**src/rtl/wsd_pkg.sv**
```systemverilog
// ----------------------------------------------------------------------------
// wsd_pkg
// Shared types and constants for the WebSocket frame deframer.
// ----------------------------------------------------------------------------
package wsd_pkg;

   // result kinds on the response channel
   typedef enum logic [1:0] {
      KIND_DATA  = 2'd0,
      KIND_END   = 2'd1,
      KIND_CLOSE = 2'd2,
      KIND_ERROR = 2'd3
   } kind_type;

   // header byte 0 fields, and the mask bit of header byte 1
   localparam int unsigned FIN_BIT     = 7;
   localparam int unsigned MASK_BIT    = 7;
   localparam int unsigned CTL_OP_BIT  = 3;
   localparam logic [3:0]  OPCODE_CLOSE = 4'h8;

   // 7-bit length codes that select an extended length
   localparam logic [6:0]  LEN_CODE_16 = 7'd126;
   localparam logic [6:0]  LEN_CODE_64 = 7'd127;

   // total header bytes for each length form
   localparam logic [3:0]  HDR_LEN_SHORT = 4'd2;
   localparam logic [3:0]  HDR_LEN_16    = 4'd4;
   localparam logic [3:0]  HDR_LEN_64    = 4'd10;

   // one result word from the parser
   typedef struct packed {
      logic       valid;
      kind_type   kind;
      logic [7:0] data_byte;
      logic [3:0] msg_opcode;
      logic       msg_last;
   } result_type;

endpackage

```
**src/rtl/websocket_frame_deframer.sv**
```systemverilog
// ----------------------------------------------------------------------------
// websocket_frame_deframer
// Server-to-client WebSocket frame parser with a byte-wide result stream.
// ----------------------------------------------------------------------------
// Accepts one received byte per clock and gives at most one result per byte:
// payload bytes of data frames tagged with the opcode of the message's first
// fragment (last byte of a final frame marked), an end marker for an empty
// final frame, a close event when a close frame completes, or a single error
// for a masked frame, after which all bytes are swallowed until reset.
// Sustained rate is one byte per cycle; a byte passes through the input
// register, then the result register, before its result is presented. Only the
// receiver slows the block: while it stalls a held result, the next byte
// waits in the input register and the input stalls once that is full. The
// longest path is the 64-bit payload countdown and its zero compare.
module websocket_frame_deframer import wsd_pkg::*; (
   input  logic       clock,
   input  logic       reset,
   input  logic       req_valid,
   output logic       req_stall,
   input  logic [7:0] req_rx_byte,
   output logic       rsp_valid,
   input  logic       rsp_stall,
   output logic [1:0] rsp_out_kind,
   output logic [7:0] rsp_data_byte,
   output logic [3:0] rsp_msg_opcode,
   output logic       rsp_msg_last
);

   logic       item_valid;
   logic [7:0] item_byte;
   logic       out_free;
   logic       take;
   result_type result;

   // process a held byte whenever the result slot can take its outcome
   assign take = item_valid && out_free;

   wsd_in_stage u_in_stage (
      .clock       (clock),
      .reset       (reset),
      .req_valid   (req_valid),
      .req_stall   (req_stall),
      .req_rx_byte (req_rx_byte),
      .take        (take),
      .item_valid  (item_valid),
      .item_byte   (item_byte)
   );

   wsd_parser u_parser (
      .clock   (clock),
      .reset   (reset),
      .fire    (take),
      .rx_byte (item_byte),
      .result  (result)
   );

   wsd_out_stage u_out_stage (
      .clock          (clock),
      .reset          (reset),
      .result         (result),
      .load           (take),
      .out_free       (out_free),
      .rsp_valid      (rsp_valid),
      .rsp_stall      (rsp_stall),
      .rsp_out_kind   (rsp_out_kind),
      .rsp_data_byte  (rsp_data_byte),
      .rsp_msg_opcode (rsp_msg_opcode),
      .rsp_msg_last   (rsp_msg_last)
   );

endmodule

```
**src/rtl/wsd_in_stage.sv**
```systemverilog
// ----------------------------------------------------------------------------
// wsd_in_stage
// Input register: captures one received byte and holds it until the parser
// takes it.
// ----------------------------------------------------------------------------
module wsd_in_stage import wsd_pkg::*; (
   input  logic       clock,
   input  logic       reset,
   input  logic       req_valid,
   output logic       req_stall,
   input  logic [7:0] req_rx_byte,
   input  logic       take,
   output logic       item_valid,
   output logic [7:0] item_byte
);

   logic       valid_ff;
   logic       valid_in;
   logic [7:0] byte_ff;
   logic       accept;

   // stall only while a held word is not being taken
   assign req_stall = valid_ff && !take;
   assign accept    = req_valid && !req_stall;

   // load on accept, drop once taken
   always_comb begin
      if (accept) begin
         valid_in = 1'b1;
      end else if (take) begin
         valid_in = 1'b0;
      end else begin
         valid_in = valid_ff;
      end
   end

   always_ff @(posedge clock) begin
      if (reset) begin
         valid_ff <= 1'b0;
      end else begin
         valid_ff <= valid_in;
      end
   end

   always_ff @(posedge clock) begin
      if (accept) begin
         byte_ff <= req_rx_byte;
      end
   end

   assign item_valid = valid_ff;
   assign item_byte  = byte_ff;

endmodule

```
**src/rtl/wsd_parser.sv**
```systemverilog
// ----------------------------------------------------------------------------
// wsd_parser
// Frame header parser and payload counter. Consumes one byte per fire and
// produces at most one result word.
// ----------------------------------------------------------------------------
module wsd_parser import wsd_pkg::*; (
   input  logic       clock,
   input  logic       reset,
   input  logic       fire,
   input  logic [7:0] rx_byte,
   output result_type result
);

   logic [3:0]  header_bytes_seen_ff, header_bytes_seen_in;
   logic [7:0]  header_byte0_ff, header_byte0_in;
   logic [6:0]  short_length_ff, short_length_in;
   logic [63:0] payload_left_ff, payload_left_in;
   logic        in_payload_ff, in_payload_in;
   logic        message_active_ff, message_active_in;
   logic [3:0]  message_opcode_ff, message_opcode_in;
   logic        stopped_ff, stopped_in;

   logic        frame_fin;
   logic [3:0]  frame_op;
   logic        frame_ctl;
   logic        frame_close;
   logic        last_byte;
   logic        header_ok;
   logic [6:0]  len_code;
   logic [3:0]  hdr_need;
   logic [63:0] length_next;

   // decode the stored first header byte
   assign frame_fin   = header_byte0_ff[FIN_BIT];
   assign frame_op    = header_byte0_ff[3:0];
   assign frame_ctl   = frame_fin && frame_op[CTL_OP_BIT];
   assign frame_close = frame_ctl && (frame_op == OPCODE_CLOSE);
   assign last_byte   = (payload_left_ff == 64'd1);

   // header length needed for the current length code
   always_comb begin
      if (len_code == LEN_CODE_16) begin
         hdr_need = HDR_LEN_16;
      end else if (len_code == LEN_CODE_64) begin
         hdr_need = HDR_LEN_64;
      end else begin
         hdr_need = HDR_LEN_SHORT;
      end
   end

   // advance the frame state by one byte
   always_comb begin
      header_bytes_seen_in = header_bytes_seen_ff;
      header_byte0_in      = header_byte0_ff;
      short_length_in      = short_length_ff;
      payload_left_in      = payload_left_ff;
      in_payload_in        = in_payload_ff;
      message_active_in    = message_active_ff;
      message_opcode_in    = message_opcode_ff;
      stopped_in           = stopped_ff;
      header_ok            = 1'b0;
      len_code             = short_length_ff;
      length_next          = payload_left_ff;
      result               = '0;

      if (fire && !stopped_ff) begin
         if (in_payload_ff) begin
            // payload byte: stream data frames, count down
            payload_left_in = payload_left_ff - 64'd1;
            if (!frame_ctl) begin
               result.valid      = 1'b1;
               result.kind       = KIND_DATA;
               result.data_byte  = rx_byte;
               result.msg_opcode = message_opcode_ff;
               result.msg_last   = last_byte && frame_fin;
            end
            if (last_byte) begin
               in_payload_in        = 1'b0;
               header_bytes_seen_in = 4'd0;
               if (frame_close) begin
                  result.valid      = 1'b1;
                  result.kind       = KIND_CLOSE;
                  result.msg_opcode = OPCODE_CLOSE;
                  result.msg_last   = 1'b1;
               end else if (!frame_ctl && frame_fin) begin
                  message_active_in = 1'b0;
               end
            end
         end else if (header_bytes_seen_ff == 4'd0) begin
            header_byte0_in      = rx_byte;
            header_bytes_seen_in = 4'd1;
         end else if (header_bytes_seen_ff == 4'd1) begin
            if (rx_byte[MASK_BIT]) begin
               // masked frame: report once and halt
               stopped_in    = 1'b1;
               result.valid  = 1'b1;
               result.kind   = KIND_ERROR;
            end else begin
               header_ok            = 1'b1;
               len_code             = rx_byte[6:0];
               short_length_in      = rx_byte[6:0];
               length_next          = (rx_byte[6:0] < LEN_CODE_16) ?
                                      {57'd0, rx_byte[6:0]} : 64'd0;
               header_bytes_seen_in = 4'd2;
            end
         end else begin
            // extended length, big-endian
            header_ok            = 1'b1;
            length_next          = {payload_left_ff[55:0], rx_byte};
            header_bytes_seen_in = header_bytes_seen_ff + 4'd1;
         end

         if (header_ok) begin
            payload_left_in = length_next;
            if (header_bytes_seen_in >= hdr_need) begin
               // header complete
               if (!frame_ctl && !message_active_ff) begin
                  message_opcode_in = frame_op;
                  message_active_in = 1'b1;
               end
               if (length_next == 64'd0) begin
                  header_bytes_seen_in = 4'd0;
                  if (frame_close) begin
                     result.valid      = 1'b1;
                     result.kind       = KIND_CLOSE;
                     result.msg_opcode = OPCODE_CLOSE;
                     result.msg_last   = 1'b1;
                  end else if (!frame_ctl && frame_fin) begin
                     result.valid      = 1'b1;
                     result.kind       = KIND_END;
                     result.msg_opcode = message_opcode_in;
                     result.msg_last   = 1'b1;
                     message_active_in = 1'b0;
                  end
               end else begin
                  in_payload_in = 1'b1;
               end
            end
         end
      end
   end

   always_ff @(posedge clock) begin
      if (reset) begin
         header_bytes_seen_ff <= 4'd0;
         header_byte0_ff      <= 8'd0;
         short_length_ff      <= 7'd0;
         payload_left_ff      <= 64'd0;
         in_payload_ff        <= 1'b0;
         message_active_ff    <= 1'b0;
         message_opcode_ff    <= 4'd0;
         stopped_ff           <= 1'b0;
      end else begin
         header_bytes_seen_ff <= header_bytes_seen_in;
         header_byte0_ff      <= header_byte0_in;
         short_length_ff      <= short_length_in;
         payload_left_ff      <= payload_left_in;
         in_payload_ff        <= in_payload_in;
         message_active_ff    <= message_active_in;
         message_opcode_ff    <= message_opcode_in;
         stopped_ff           <= stopped_in;
      end
   end

   // an error result halts the parser on the next cycle
   a_error_halts: assert property (@(posedge clock) disable iff (reset)
      (result.valid && result.kind == KIND_ERROR) |=> stopped_ff)
      else $error("error result did not halt the parser");

   // a halted parser gives no results
   a_halt_silent: assert property (@(posedge clock) disable iff (reset)
      stopped_ff |-> !result.valid)
      else $error("result produced while halted");

   // payload phase always has bytes left
   a_payload_nonzero: assert property (@(posedge clock) disable iff (reset)
      in_payload_ff |-> (payload_left_ff != 64'd0))
      else $error("payload phase with zero length left");

   // header counter never runs past the longest header
   a_header_bound: assert property (@(posedge clock) disable iff (reset)
      header_bytes_seen_ff <= HDR_LEN_64)
      else $error("header byte count out of range");

endmodule

```
**src/rtl/wsd_out_stage.sv**
```systemverilog
// ----------------------------------------------------------------------------
// wsd_out_stage
// Result register: holds one result word until the receiver takes it.
// ----------------------------------------------------------------------------
module wsd_out_stage import wsd_pkg::*; (
   input  logic       clock,
   input  logic       reset,
   input  result_type result,
   input  logic       load,
   output logic       out_free,
   output logic       rsp_valid,
   input  logic       rsp_stall,
   output logic [1:0] rsp_out_kind,
   output logic [7:0] rsp_data_byte,
   output logic [3:0] rsp_msg_opcode,
   output logic       rsp_msg_last
);

   logic       valid_ff;
   logic       valid_in;
   logic [1:0] kind_ff;
   logic [7:0] data_ff;
   logic [3:0] opcode_ff;
   logic       last_ff;
   logic       capture;

   // slot is free when empty or being drained this cycle
   assign out_free = !valid_ff || !rsp_stall;
   assign capture  = load && result.valid;

   // fill on a new result, drop once taken
   always_comb begin
      if (capture) begin
         valid_in = 1'b1;
      end else if (!rsp_stall) begin
         valid_in = 1'b0;
      end else begin
         valid_in = valid_ff;
      end
   end

   always_ff @(posedge clock) begin
      if (reset) begin
         valid_ff <= 1'b0;
      end else begin
         valid_ff <= valid_in;
      end
   end

   always_ff @(posedge clock) begin
      if (capture) begin
         kind_ff   <= result.kind;
         data_ff   <= result.data_byte;
         opcode_ff <= result.msg_opcode;
         last_ff   <= result.msg_last;
      end
   end

   assign rsp_valid      = valid_ff;
   assign rsp_out_kind   = kind_ff;
   assign rsp_data_byte  = data_ff;
   assign rsp_msg_opcode = opcode_ff;
   assign rsp_msg_last   = last_ff;

endmodule

```
**config.mk**
```make
export PLATFORM = sky130hd
export DESIGN_NAME = websocket_frame_deframer
export DESIGN_NICKNAME = d
export VERILOG_FILES = /design/src/rtl/wsd_pkg.sv /design/src/rtl/websocket_frame_deframer.sv /design/src/rtl/wsd_in_stage.sv /design/src/rtl/wsd_parser.sv /design/src/rtl/wsd_out_stage.sv
export SDC_FILE = /design/constraint.sdc
export NUM_CORES = 1
export LEC_CHECK = 0
export ABC_AREA = 0
export BUFFER_PORTS_ARGS = -buffer_cell sky130_fd_sc_hd__buf_2
export CAP_MARGIN = 40
export CORE_ASPECT_RATIO = 1.4
export CORE_MARGIN = 1.5
export CORE_UTILIZATION = 50
export CTS_CLUSTER_SIZE = 14
export DETAILED_ROUTE_END_ITERATION = 8
export GPL_ROUTABILITY_DRIVEN = 1
export PLACE_DENSITY = 0.67
export SLEW_MARGIN = 20
export SYNTH_ARGS = -nofsm -noshare
export SYNTH_HDL_FRONTEND = slang
export SYNTH_SLANG_ARGS = --single-unit
```
**constraint.sdc**
```tcl
create_clock -name clock -period 12.13 [get_ports clock]
set_input_delay 1.213 -clock clock [delete_from_list [all_inputs] [get_ports clock]]
set_output_delay 1.213 -clock clock [all_outputs]
set_load 0.02 [all_outputs]
```
==> flow_metrics.tcl, run 1 <==
set metrics [dict create \
    clock_sinks 112 \
    synth_async_sr_flop_share_pct 0 \
    syn2layout_area_growth_pct 8.21 \
    reg2reg_to "u_out_stage.rsp_msg_opcode[0]" \
    insertion_delay_ns 0.36 \
    grt_overflow_total 0 \
    sw_frac_of_total_pct 34.4 \
    cp_max_fo 15 \
    worstPathArrival_ns 4.66 \
    synth.distinct_cells 66 \
    cts_buffers 9 \
    die-area_mm2 0.0136 \
    finalMaxSlewViolations 0 \
    grt_pass1_wl_mm 31.2 \
    seq_area_mm2 0.00247 \
    crit_path_end_kind "flip-flop" \
    internal_power_uw 664 \
    rsz0062_at_grt "false" \
    fin_cells 966 \
    drive_gt1_share_pct 9.68 \
    worst_pin_slew_ns 0.848 \
    setup_tns_ns 0 \
    p_switching_uw 348 \
    cts_setup_buffers 0 \
    cts_resized 0 \
    cts-root-buf "clkbuf_16" \
    holdBufCountCts 0 \
    path_cells "nor4_2 -> nand4_1 -> nor2_1 -> nand4_1 -> a31o_2 -> ha_1 -> nor2b_1 -> o21a_1 -> o31ai_1 -> nor4_2 -> clkbuf_4 -> nand2_1 -> nand2_1" \
    io_buffers 28 \
    p_comb_share_pct 29.4 \
    whs_endpoint "u_parser.stopped_ff" \
    slew_headroom_pct 43.0 \
    synth_edf_count 23 \
    vias 6372 \
    hold_path.class "reg -> reg" \
    synth_xor_area_share_pct 1.09 \
    grtUsageMet3_pct 5.02 \
    drt-pass1-iter-count 9 \
    cts_buffer_depth 2 \
    synth-seq-cells 112 \
    diodes 0 \
    fp-row-count 48 \
    seqPwrFrac_pct 40.1 \
    crit_required_ns 12.09 \
    post-route-period-util_pct 38.7 \
    gr-usage-all-layers_pct 28.9 \
    synth_area_leaders "dfxtp_1 28%, edfxtp_1 11%, nor2_1 6.9%, a21oi_1 6.7%, nand2_1 4.2%" \
    cpPeakStageDelay_ns 0.61 \
    clkTransAtPathRegs_ns 0.07 \
    clock_skew_ns 0.00804 \
    drt_iter0_drc 660 \
    wl_mm 19.3 \
    status "finished, violations left" \
    violations "DRC" \
    use_met2_pct 50.7 \
    slowest_stage "nand4_1" \
    r2r_start "u_parser.payload_left_ff[8]" \
    synth_top_family_by_area "simple AND/OR/NAND/NOR gates" \
    r2r_slack_ns 7.44 \
    vdd_ir_drop_max_mv 0.0707 \
    antenna_found_initial 0 \
    start_util_pct 51.9 \
    path_buf_inv 1 \
    place_area_mm2 0.00667 \
    leakage_nw 2.63 \
    max_cap_viol_count 0 \
    post-dp-hpwl_mm 13.2 \
    synth-compound-area-share_pct 23.4 \
    syn_inst 819 \
    ys_warn_count 0 \
    netlist_top_cells_count "118 x nor2_1, 89 x dfxtp_1, 86 x a21oi_1" \
    crit_family "simple AND/OR/NAND/NOR gates" \
    avgRoutedWirePerCell_um 20.0 \
    p_clk_share_pct 30.5 \
    yosys.area_share.simple_pct 29.0 \
    avgSynthCellArea_um2 7.88 \
    max_freq_ghz 0.213 \
    grt-busiest-layer "met2" \
    p_per_area_mw_per_mm2 145 \
    nNetsFinal 831 \
    yosysTopAreaCell "dfxtp_1" \
    synth.cell_area_mm2 0.00645 \
    final_area_mm2 0.00698 \
    nFillCells 1144 \
    drc 2 \
    hp-start "u_parser.stopped_ff" \
    power_mw 1.01 \
    grtUsageMet1_pct 33.7 \
    fin_crit_ns 4.69 \
    place.gp.congestion 0.895 \
    worstSetupStartpointType "flip-flop" \
    cts.htree.levels 3 \
    synth.most_common_cell "nor2_1" \
    ant_nets 0 \
    die_h_um 137 \
    grt_pass1_vias 6033 \
    worstRegToRegCells 13 \
    yosys.area_share.adder_pct 1.55 \
    setup.worst_path.class "reg -> reg" \
    cts_tree "yes" \
    coreArea_mm2 0.0124 \
    multi_input_area_mm2 0.00375 \
    synth_fp_nets 839 \
    ys.flop_type "dfxtp_1" \
    synthMuxAreaShare_pct 2.64 \
    via_per_inst 6.60 \
    pin_count 29 \
    grt_max_degree 63 \
    hold_depth 2 \
    seq_area_frac_synth_pct 38.3 \
    netlist.area_leader.share_pct 27.6 \
    post-route-util_pct 56.1 \
    die_x_um 99.0 \
    place_inst 949 \
    finalSetupViolCount 0 \
    hold_viol 0 \
]
[metal layers]
| metal | wire length (um) | part of all wire, % |
|---|---|---|
| met1 | 7660 | 40 |
| met2 | 9750 | 51 |
| met3 | 1180 | 6.1 |
| met4 | 717 | 3.7 |
| met5 | 0 | 0 |
[worst max-delay path by stage]
stage          slack (ns)                             to                   startpoint  cells after the start
3_3_place_gp         7.14   u_out_stage.rsp_data_byte[3]                    rsp_stall                     14
6_report             7.44  u_out_stage.rsp_msg_opcode[0]  u_parser.payload_left_ff[8]                     13
5_1_grt              7.12  u_out_stage.rsp_msg_opcode[0]  u_parser.payload_left_ff[8]                     13
2_1_floorplan        7.87   u_out_stage.rsp_data_byte[0]                    rsp_stall                     15
3_5_place_dp         7.01   u_out_stage.rsp_data_byte[3]                    rsp_stall                     14
4_1_cts              7.15  u_out_stage.rsp_msg_opcode[0]  u_parser.payload_left_ff[8]                     12
[cell usage in the layout (no fill, tap or decap), drive strengths merged, types with 14 or more instances in the layout]
master,count
a21oi,86
a22o,17
a31oi,14
and3,21
buf,36
dfxtp,89
edfxtp,23
inv,14
mux2i,17
nand2,73
nand3,24
nor2,118
nor3,39
nor4,31
o21ai,49
[cell type report]
| type | count | area share [%] |
|---|---|---|
| timing repair buffer | 37 | 3.26 |
| clock inverter | 7 | 1.13 |
| tap | 150 | 2.69 |
| multi-input combinational | 640 | 53.7 |
| clock buffer | 9 | 3.23 |
| inverter | 11 | 0.592 |
| sequential | 112 | 35.4 |
[worst reg2reg max path, delay by kind of cell (launching register included)]
kind                     cells  cell delay [ns]
AO/OA/AOI/OAI                3             0.94
flip-flops                   1             0.39
buffers and inverters        1             0.20
AND/OR/NAND/NOR              8             2.47
adder cells (fa/ha/maj)      1             0.30
[logic make-up after synthesis]
| logic type | Yosys count |
|---|---|
| XOR/XNOR | 8 |
| flip-flops | 112 |
| buffers and inverters | 67 |
| multiplexers | 17 |
| AND/OR/NAND/NOR | 369 |
| AO/OA/AOI/OAI | 238 |
| adder cells (fa/ha/maj) | 8 |
[power by group through the flow]
stage	clock network [mW]	registers [mW]	logic (mW)
finish	0.308	0.406	0.298
CTS	0.314	0.406	0.294
floorplan	0	0.406	0.225
global placement	0	0.414	0.289
global route	0.329	0.407	0.328
detailed placement	0	0.414	0.292
[stage by stage]
step | hold WS, ns | setup WS (ns)
2_1_floorplan | 0.446 | 7.87
3_3_place_gp | 0.467 | 7.14
3_5_place_dp | 0.475 | 7.01
4_1_cts | 0.486 | 7.15
5_1_grt | 0.508 | 7.12
6_report | 0.481 | 7.44
[state kept, by name, indices dropped and copies added, names as in the netlist]
| name | count |
|---|---|
| u_out_stage.rsp_msg_last | 1 |
| u_parser.message_active_ff | 1 |
| u_out_stage.rsp_data_byte | 8 |
| u_parser.header_byte0_ff | 5 |
| u_parser.short_length_ff | 7 |
| u_parser.stopped_ff | 1 |
| u_out_stage.rsp_valid | 1 |
| u_in_stage.item_valid | 1 |
| u_parser.in_payload_ff | 1 |
| u_parser.payload_left_ff | 64 |
| u_out_stage.rsp_msg_opcode | 4 |
| u_out_stage.rsp_out_kind | 2 |
| u_parser.header_bytes_seen_ff | 4 |
| u_parser.message_opcode_ff | 4 |
| u_in_stage.item_byte | 8 |
Note: power is estimated with default switching activity, not from simulation.
==> run 2, diff against run 1 <==
--- a/config.mk
+++ b/config.mk
@@ -14,7 +14,7 @@
 export CTS_CLUSTER_SIZE = 14
 export DETAILED_ROUTE_END_ITERATION = 8
 export GPL_ROUTABILITY_DRIVEN = 1
-export PLACE_DENSITY = 0.67
+export PLACE_DENSITY = 0.7
 export SLEW_MARGIN = 20
 export SYNTH_ARGS = -nofsm -noshare
 export SYNTH_HDL_FRONTEND = slang
==> constraint.sdc (replaced) <==
create_clock -name clock -period 4.05 [get_ports clock]
set_input_delay 0.405 -clock clock [delete_from_list [all_inputs] [get_ports clock]]
set_output_delay 0.405 -clock clock [all_outputs]
set_load 0.02 [all_outputs]
==> flow_metrics.tcl, run 2 (synthesized netlist as in run 1, its figures left out) <==
set metrics [dict create \
    largest_reg_flops 64 \
    violations "DRC" \
    drt-pass1-iter-count 7 \
    clkTransAtPathRegs_ns 0.08 \
    setup_tns_ns 0 \
    avgRoutedWirePerCell_um 20.6 \
    cts.htree.levels 3 \
    top_register "u_parser.payload_left_ff" \
    drt_iter0_drc 774 \
    vias 6700 \
    r2r_start "u_parser.payload_left_ff[45]" \
    slew_headroom_pct 49.3 \
    layout_common_cells "117 x nor2_1, 88 x dfxtp_1, 84 x a21oi_1, 72 x nand2_1, 47 x o21ai_0" \
    fin_hold_ws_ns 0.215 \
    finalMaxSlewViolations 0 \
    grt_overflow_total 0 \
    io_buffers 28 \
    reg2reg_to "u_out_stage.rsp_msg_opcode[2]" \
    cts_tree "yes" \
    status "finished, violations left" \
    post-dp-hpwl_mm 14.7 \
    drive_gt1_share_pct 13.2 \
    via_per_inst 6.72 \
    leakage_nw 2.76 \
    worst_pin_slew_ns 0.758 \
    cts_setup_buffers 0 \
    whs_endpoint "u_in_stage.item_byte[5]" \
    vdd_ir_drop_max_mv 0.187 \
    setup.worst_path.class "reg -> reg" \
    crit_required_ns 4.16 \
    wl_mm 20.5 \
    crit_path_end_kind "flip-flop" \
    antenna_found_initial 0 \
    cts_buffer_depth 2 \
    mostFrequentLayoutCell "nor2_1" \
    layout_setup_ws_ns 0.192 \
    hold_viol 0 \
    post-route-period-util_pct 95.3 \
    cts_resized 0 \
    start_util_pct 51.9 \
    clock_skew_ns 0.0129 \
    hold_depth 1 \
    max_cap_viol_count 0 \
    die-area_mm2 0.0136 \
    place_ws_ns 0.138 \
    fin_crit_ns 3.86 \
    insertion_delay_ns 0.37 \
    worstRegToRegCells 12 \
    post-route-util_pct 58.0 \
    ant_nets 0 \
    fp-row-count 48 \
    clock_sinks 112 \
    cts-root-buf "clkbuf_16" \
    syn2layout_area_growth_pct 11.8 \
    r2r_slack_ns 0.19 \
    finalSetupViolCount 0 \
    p_per_area_mw_per_mm2 424 \
    pin_count 29 \
    cp_max_fo 7 \
    gr-usage-all-layers_pct 30.9 \
    hp-start "req_rx_byte[5]" \
    die_h_um 137 \
    drc 3 \
    nNetsFinal 862 \
    diodes 0 \
    die_x_um 99.0 \
    coreArea_mm2 0.0124 \
    worstSetupStartpointType "flip-flop" \
    grt_pass1_vias 6383 \
    fin_cells 997 \
    place_inst 981 \
    cts_buffers 9 \
    grt_max_degree 51 \
    hold_path.class "in -> reg" \
    worstPathArrival_ns 3.97 \
    max_freq_ghz 0.259 \
    holdBufCountCts 0 \
    grt_pass1_wl_mm 33.1 \
    place.gp.congestion 0.950 \
]
[run 2: area by class of cell]
cell class / instances / area (um2)
fillers: 1130 / 5220
inverters: 11 / 41.3
repair buffers: 68 / 453
well taps: 150 / 188
clock inverters: 6 / 58.8
flip-flops and latches: 112 / 2470
multi-input cells: 640 / 3760
clock buffers: 10 / 229
[run 2: layer usage]
metal	track usage (%)	routed length, um	up-vias
met2	56.7	10700	331
met4	16.6	963	0
met1	34.1	7660	3194
li1	-	-	3086
met5	0	0	-
met3	4.87	1160	89
[run 2: metrics by stage]
step                instance area (um2)  power (mW)
global placement                   6890        2.15
detailed placement                 6900        2.16
floorplan                          6450        1.89
CTS                                7190        3.04
global route                       7210        3.21
finish                             7210        3.06
[run 2: worst max path at each step]
stage	startpoint	end	depth (start not counted)
finish	u_parser.payload_left_ff[45]	u_out_stage.rsp_msg_opcode[2]	12
global route	u_parser.header_bytes_seen_ff[0]	u_parser.message_opcode_ff[2]	16
CTS	u_parser.header_bytes_seen_ff[0]	u_parser.message_opcode_ff[2]	16
detailed placement	u_parser.payload_left_ff[45]	u_out_stage.rsp_msg_opcode[2]	12
global placement	u_parser.payload_left_ff[45]	u_out_stage.rsp_msg_opcode[2]	12
floorplan	u_parser.header_bytes_seen_ff[1]	u_out_stage.rsp_data_byte[0]	17
[run 2: power breakdown]
group	leakage (nW)	switching [mW]	internal, mW	total (mW)
registers	0.925	0.0471	1.17	1.21
logic	1.70	0.579	0.374	0.954
clock network	0.139	0.455	0.435	0.890
total	2.76	1.08	1.97	3.06
[run 2: critical path, cell delays in order (launching register included)]
cell and delay (ns):
dfxtp_1 0.37, or3_1 0.43, or3b_4 0.44, nor2_1 0.16, nand4_1 0.23, a31o_2 0.33
ha_1 0.30, nor2b_1 0.13, o21a_1 0.17, o31ai_2 0.37, nor4_4 0.10, a32o_1 0.32
a22o_1 0.24
